## config.mk

```make
export PLATFORM = sky130hd
export DESIGN_NAME = wmm_ctrl
export DESIGN_NICKNAME = d
export VERILOG_FILES = /design/src/design/wmm_pkg.sv /design/src/design/wmm_ctrl.sv
export SDC_FILE = /design/constraint.sdc
export NUM_CORES = 1
export LEC_CHECK = 0
export BUFFER_PORTS_ARGS = -buffer_cell sky130_fd_sc_hd__clkbuf_2
export CAP_MARGIN = 40
export CORE_AREA = 2 2 39 41
export CTS_CLUSTER_DIAMETER = 30
export DETAILED_ROUTE_END_ITERATION = 6
export DIE_AREA = 0 0 41 43
export PLACE_DENSITY_LB_ADDON = 0.08
export SETUP_SLACK_MARGIN = 0.5
export SYNTH_ARGS = -nofsm -noshare
export SYNTH_HDL_FRONTEND = slang
export SYNTH_SLANG_ARGS = --single-unit
```

## constraint.sdc

```tcl
create_clock -name clk -period 2.8 [get_ports clk]
set_input_delay 0.28 -clock clk [delete_from_list [all_inputs] [get_ports clk]]
set_output_delay 0.28 -clock clk [all_outputs]
set_load 0.02 [all_outputs]
```

## src/design/wmm_pkg.sv

```systemverilog
// Shared types and constants for the windowed mean and mode unit.
package wmm_pkg;

    // Fixed field widths
    localparam int SAMPLE_BITS  = 16;
    localparam int SUM_BITS     = 24;
    localparam int MEAN_BITS    = 24;
    localparam int FRAC_BITS    = 8;
    localparam int CFG_BITS     = 8;
    localparam int FILL_BITS    = 8;
    localparam int OUT_BITS     = MEAN_BITS + SUM_BITS + SAMPLE_BITS + FILL_BITS;

    // Divider: magnitude of sum shifted up by the fraction bits, one quotient bit a cycle
    localparam int DIV_BITS     = SUM_BITS + FRAC_BITS;
    localparam int DIV_CNT_BITS = $clog2(DIV_BITS);

    localparam logic [CFG_BITS-1:0]  WIN_RESET = 8'd16;
    localparam logic [DIV_BITS-1:0]  MAG_LIM   = DIV_BITS'(1) << (MEAN_BITS - 1);
    localparam logic [MEAN_BITS-1:0] MEAN_MAX  = 24'h7F_FFFF;
    localparam logic [MEAN_BITS-1:0] MEAN_MIN  = 24'h80_0000;

    // Command codes carried in tuser
    localparam logic CMD_APPEND = 1'b0;
    localparam logic CMD_CLEAR  = 1'b1;

    typedef enum logic [3:0] {
        S_IDLE,
        S_RD_OLD,
        S_UPDATE,
        S_DIV_INIT,
        S_DIV,
        S_MODE_INIT,
        S_MI_RD,
        S_MI_LAT,
        S_MJ,
        S_MJ_TAIL,
        S_DONE
    } state_t;

    // Controller to datapath
    typedef struct packed {
        logic load;
        logic clear;
        logic rd_old;
        logic update;
        logic div_init;
        logic div_step;
        logic mode_init;
        logic mi_rd;
        logic mj_init;
        logic mj_issue;
        logic mi_end;
    } cmd_t;

    // Datapath to controller
    typedef struct packed {
        logic div_last;
        logic n_zero;
        logic j_last;
        logic i_last;
    } status_t;

endpackage

```

## src/design/wmm_ctrl.sv

```systemverilog
// Sequencing state machine for the windowed mean and mode unit.
module wmm_ctrl
(
    input  logic             clk,
    input  logic             rst_n,
    input  logic             in_valid,
    input  logic             in_cmd,
    input  logic             out_free,
    input  wmm_pkg::status_t status,
    output logic             in_ready,
    output logic             out_load,
    output wmm_pkg::cmd_t    cmd
);

    wmm_pkg::state_t state_reg;
    wmm_pkg::state_t state_next;

    // State register
    always_ff @(posedge clk or negedge rst_n)
    begin
        if (!rst_n)
        begin
            state_reg <= wmm_pkg::S_IDLE;
        end
        else
        begin
            state_reg <= state_next;
        end
    end

    // Next state
    always_comb
    begin
        state_next = state_reg;
        case (state_reg)
            wmm_pkg::S_IDLE:
            begin
                if (in_valid)
                begin
                    if (in_cmd == wmm_pkg::CMD_CLEAR)
                        state_next = wmm_pkg::S_DONE;
                    else
                        state_next = wmm_pkg::S_RD_OLD;
                end
            end
            wmm_pkg::S_RD_OLD:    state_next = wmm_pkg::S_UPDATE;
            wmm_pkg::S_UPDATE:    state_next = wmm_pkg::S_DIV_INIT;
            wmm_pkg::S_DIV_INIT:  state_next = wmm_pkg::S_DIV;
            wmm_pkg::S_DIV:
            begin
                if (status.div_last)
                    state_next = wmm_pkg::S_MODE_INIT;
            end
            wmm_pkg::S_MODE_INIT:
            begin
                if (status.n_zero)
                    state_next = wmm_pkg::S_DONE;
                else
                    state_next = wmm_pkg::S_MI_RD;
            end
            wmm_pkg::S_MI_RD:     state_next = wmm_pkg::S_MI_LAT;
            wmm_pkg::S_MI_LAT:    state_next = wmm_pkg::S_MJ;
            wmm_pkg::S_MJ:
            begin
                if (status.j_last)
                    state_next = wmm_pkg::S_MJ_TAIL;
            end
            wmm_pkg::S_MJ_TAIL:
            begin
                if (status.i_last)
                    state_next = wmm_pkg::S_DONE;
                else
                    state_next = wmm_pkg::S_MI_RD;
            end
            wmm_pkg::S_DONE:
            begin
                if (out_free)
                    state_next = wmm_pkg::S_IDLE;
            end
            default:              state_next = wmm_pkg::S_IDLE;
        endcase
    end

    // Outputs
    always_comb
    begin
        cmd      = '0;
        in_ready = 1'b0;
        out_load = 1'b0;
        case (state_reg)
            wmm_pkg::S_IDLE:
            begin
                in_ready  = 1'b1;
                cmd.clear = in_valid && (in_cmd == wmm_pkg::CMD_CLEAR);
                cmd.load  = in_valid && (in_cmd == wmm_pkg::CMD_APPEND);
            end
            wmm_pkg::S_RD_OLD:    cmd.rd_old   = 1'b1;
            wmm_pkg::S_UPDATE:    cmd.update   = 1'b1;
            wmm_pkg::S_DIV_INIT:  cmd.div_init = 1'b1;
            wmm_pkg::S_DIV:       cmd.div_step = 1'b1;
            wmm_pkg::S_MODE_INIT: cmd.mode_init = 1'b1;
            wmm_pkg::S_MI_RD:     cmd.mi_rd    = 1'b1;
            wmm_pkg::S_MI_LAT:    cmd.mj_init  = 1'b1;
            wmm_pkg::S_MJ:        cmd.mj_issue = 1'b1;
            wmm_pkg::S_MJ_TAIL:   cmd.mi_end   = 1'b1;
            wmm_pkg::S_DONE:      out_load     = out_free;
            default:              cmd          = '0;
        endcase
    end

endmodule

```

==> out/metrics.yaml <==
worst_setup_path:
  start_kind: "register"
  critPathTopFamily: "flip-flops"
  reg2reg_depth: 4
  end_kind: "output port"
  worst_ep_required_time_ns: 2.52
  crit_chain: "nand2b_1, nor3_1, clkbuf_2"
  r2r-start: "state_reg[3]"
  r2r_slack_ns: 1.24
  worstPathArrival_ns: 1.54
  critPathKind: "register to output port"
  cp_slowest_cell: "dfrtp_1"
  timing.rr.end: "state_reg[3]"
  cp_max_fo: 14
  crit_buf_inv: 1
  max_stage_delay_ns: 0.58
routing:
  dr_wl_met3_um: 52
  maxUsedRoutingLayer: "met3"
  drc_errors: 0
  post_drt_wl_per_cell_um: 11.7
  postRouteAntennaNets: 0
  routed_via_density: 5.12
  dr_wl_met2_um: 544
  drt_iter0_drc: 6
  wl_met1_um: 477
  vias: 471
  routed_wl_mm: 1.07
  drt-pass1-iter-count: 3
placement:
  port_buffers: 21
  place_hpwl_um: 795
  globalplace.congestion: 0.722
floorplanning:
  dieHeight_um: 43
  initial_utilization_pct: 31.6
  ios: 22
  core_area_mm2: 0.00138
  rows: 14
  fp.dieArea_mm2: 0.00176
  die_w_um: 41
global_routing:
  grt_overflow: 0
  grt_max_degree: 16
  grt_usage_pct: 14.2
  antenna_found_initial: 0
  grt_pass1_wl_mm: 1.70
  grt_pass1_vias: 414
clock_network:
  cts_setup_buffers: 0
  clockRootBuffer: "clkbuf_4"
  worstSkewPairLatency_ns: 0.24
  cts_hold_buffers: 1
  cts-resized-gates: 0
  h-tree-depth: 1
  path_clk_slew_ns: 0.04
  cts_sinks: 4
  cts_buffers: 3
  cts_tree: "built"
  clockBufferDepth: 2
yosys:
  synth_area_per_cell_um2: 7.96
  yosys.area_share.simple_pct: 40.3
  synth_area_leaders: "dfrtp_1, nor2_1, nor3_1, mux2i_1, nor4_4"
  syn_inst: 55
  ys_top_cells_by_count: "nor2_1, nor3_1, dfrtp_1, mux2i_1, nand2_1"
  synth_top_area_share_pct: 22.9
  synth_compound_area_share_pct: 20.3
  yosys.area.top_type: "dfrtp_1"
  synthesis.area_um2: 438
  ys_types: 27
  synth.most_common_cell: "nor2_1"
  async_reset_ff_share_pct: 100
  synth_edf_count: 0
  synth_adder_area_share_pct: 0
  synth_seq_cells: 4
  synth-main-ff-cell: "dfrtp_1"
  synth_xor_area_share_pct: 0
  synth_warnings: 0
  yosysSeqAreaShare_pct: 22.9
  synth.area.mux_share_pct: 6.86
  synth_nets: 64
  synth_top_family_by_area: "simple AND/OR/NAND/NOR gates"
timing:
  finalSetupTns_ns: 0
  report.final.slew_viol_count: 0
  rsz0062_at_grt: "false"
  min_period_ns: 1.82
  relSlewSlack_pct: 61.3
  hold_viol: 0
  fin_hold_ws_ns: 0.376
  worst_slew_pin_slew_ns: 0.580
  fin_skew_ns: 0.00405
  setup-violations-final: 0
  fin_crit_sh_pct: 65.1
  max_freq_mhz: 548
run:
  max-cap-violations: 0
min_path:
  min_path_type: "input port to asynchronous set/reset pin"
pwr:
  combPwrFrac_pct: 56.4
  power.density_mw_per_mm2: 1090
  switching_share_pct: 52.5
  power.share.sequential_pct: 31.7
  power.net_switching_uw: 324
  power.internal_uw: 293
  ir_drop_mv: 0.260
  clkPwrFrac_pct: 11.9
  leakage_uw: 0.000270
cells_and_area:
  largest_reg_flops: 4
  syn_to_final_growth_pct: 28.9
  utilization_pct: 40.8
  insertedDiodeCount: 0
  seq_area_um2: 100
  nFillCells: 149
  multi_input_area_um2: 295
  drive_gt1_share_pct: 38.2
  final_nets: 87
outcome:
  status: "completed"
## layout by cell type, fill, tap and decap left out
master         Yosys  routed
a211o_1            1       1
a21oi_1            2       2
a21oi_2            1       1
a32oi_2            1       1
and3_1             2       2
and4_1             1       1
clkbuf_2           0      21
clkbuf_4           0       3
dfrtp_1            4       4
dlygate4sd3_1      0       1
inv_1              2       2
inv_2              1       1
mux2i_1            3       3
nand2_1            3       3
nand2b_1           2       2
nand2b_4           1       1
nor2_1            10      10
nor2b_1            1       1
nor3_1             7       7
nor3b_1            1       1
nor4_4             1       1
o211ai_1           1       1
o21ai_0            2       2
o31a_1             1       1
o32a_1             1       1
o32ai_1            1       1
or4b_1             1       1
## worst max path at each step
stage / startpoint / end / cells past startpoint
2_1_floorplan: state_reg[1] / cmd[10] / 4
3_3_place_gp: state_reg[2] / cmd[5] / 3
3_5_place_dp: state_reg[2] / cmd[5] / 3
4_1_cts: state_reg[3] / cmd[5] / 3
5_1_grt: state_reg[3] / cmd[10] / 4
6_report: state_reg[3] / cmd[5] / 3
## through the flow
step / total power [µW] / setup slack [ns] / cells / instance area, µm²
after global placement: 556 / 1.19 / 88 / 532
after CTS: 624 / 0.978 / 92 / 564
after floorplan: 480 / 1.15 / 55 / 438
final: 617 / 0.976 / 92 / 564
after global routing: 673 / 0.868 / 92 / 564
after detailed placement: 549 / 1.22 / 88 / 532
## kinds of logic (layout without fill, tap and decap cells)
logic type | after synthesis | count (layout)
DFF | 4 | 4
buffers and inverters | 7 | 28
and+or+nand+nor | 30 | 30
muxes | 3 | 3
AOI/OAI and AO/OA | 11 | 11
## power groups by stage
| stage | sequential, µW | clock (µW) | combinational (µW) |
|---|---|---|---|
| after global placement | 200 | 0 | 356 |
| after floorplan | 113 | 0 | 367 |
| after CTS | 195 | 75.7 | 353 |
| after detailed placement | 197 | 0 | 351 |
| after global routing | 209 | 77.8 | 386 |
| final | 195 | 73.4 | 348 |
## routing by layer
metal	vias to the layer above	GRT usage (%)
met5	-	0
met4	0	8.00
met3	0	3.14
met2	10	22.5
met1	217	16.7
li1	244	-
## worst reg2reg max path, cell delays in order (launching register included)
cell	delay (ns)
dfrtp_1	0.70
nand2b_1	0.31
o32a_1	0.22
o211ai_1	0.09
o31a_1	0.12
## final cells by class
| cell class | instances | share of cell area (%) |
|---|---|---|
| Multi-Input combinational cell | 44 | 52.3 |
| Timing Repair Buffer | 22 | 20.4 |
| Sequential cell | 4 | 17.7 |
| Clock buffer | 3 | 3.99 |
| Tap cell | 16 | 3.55 |
| Inverter | 3 | 2.00 |
No activity file was read; power rests on OpenSTA's default activity.
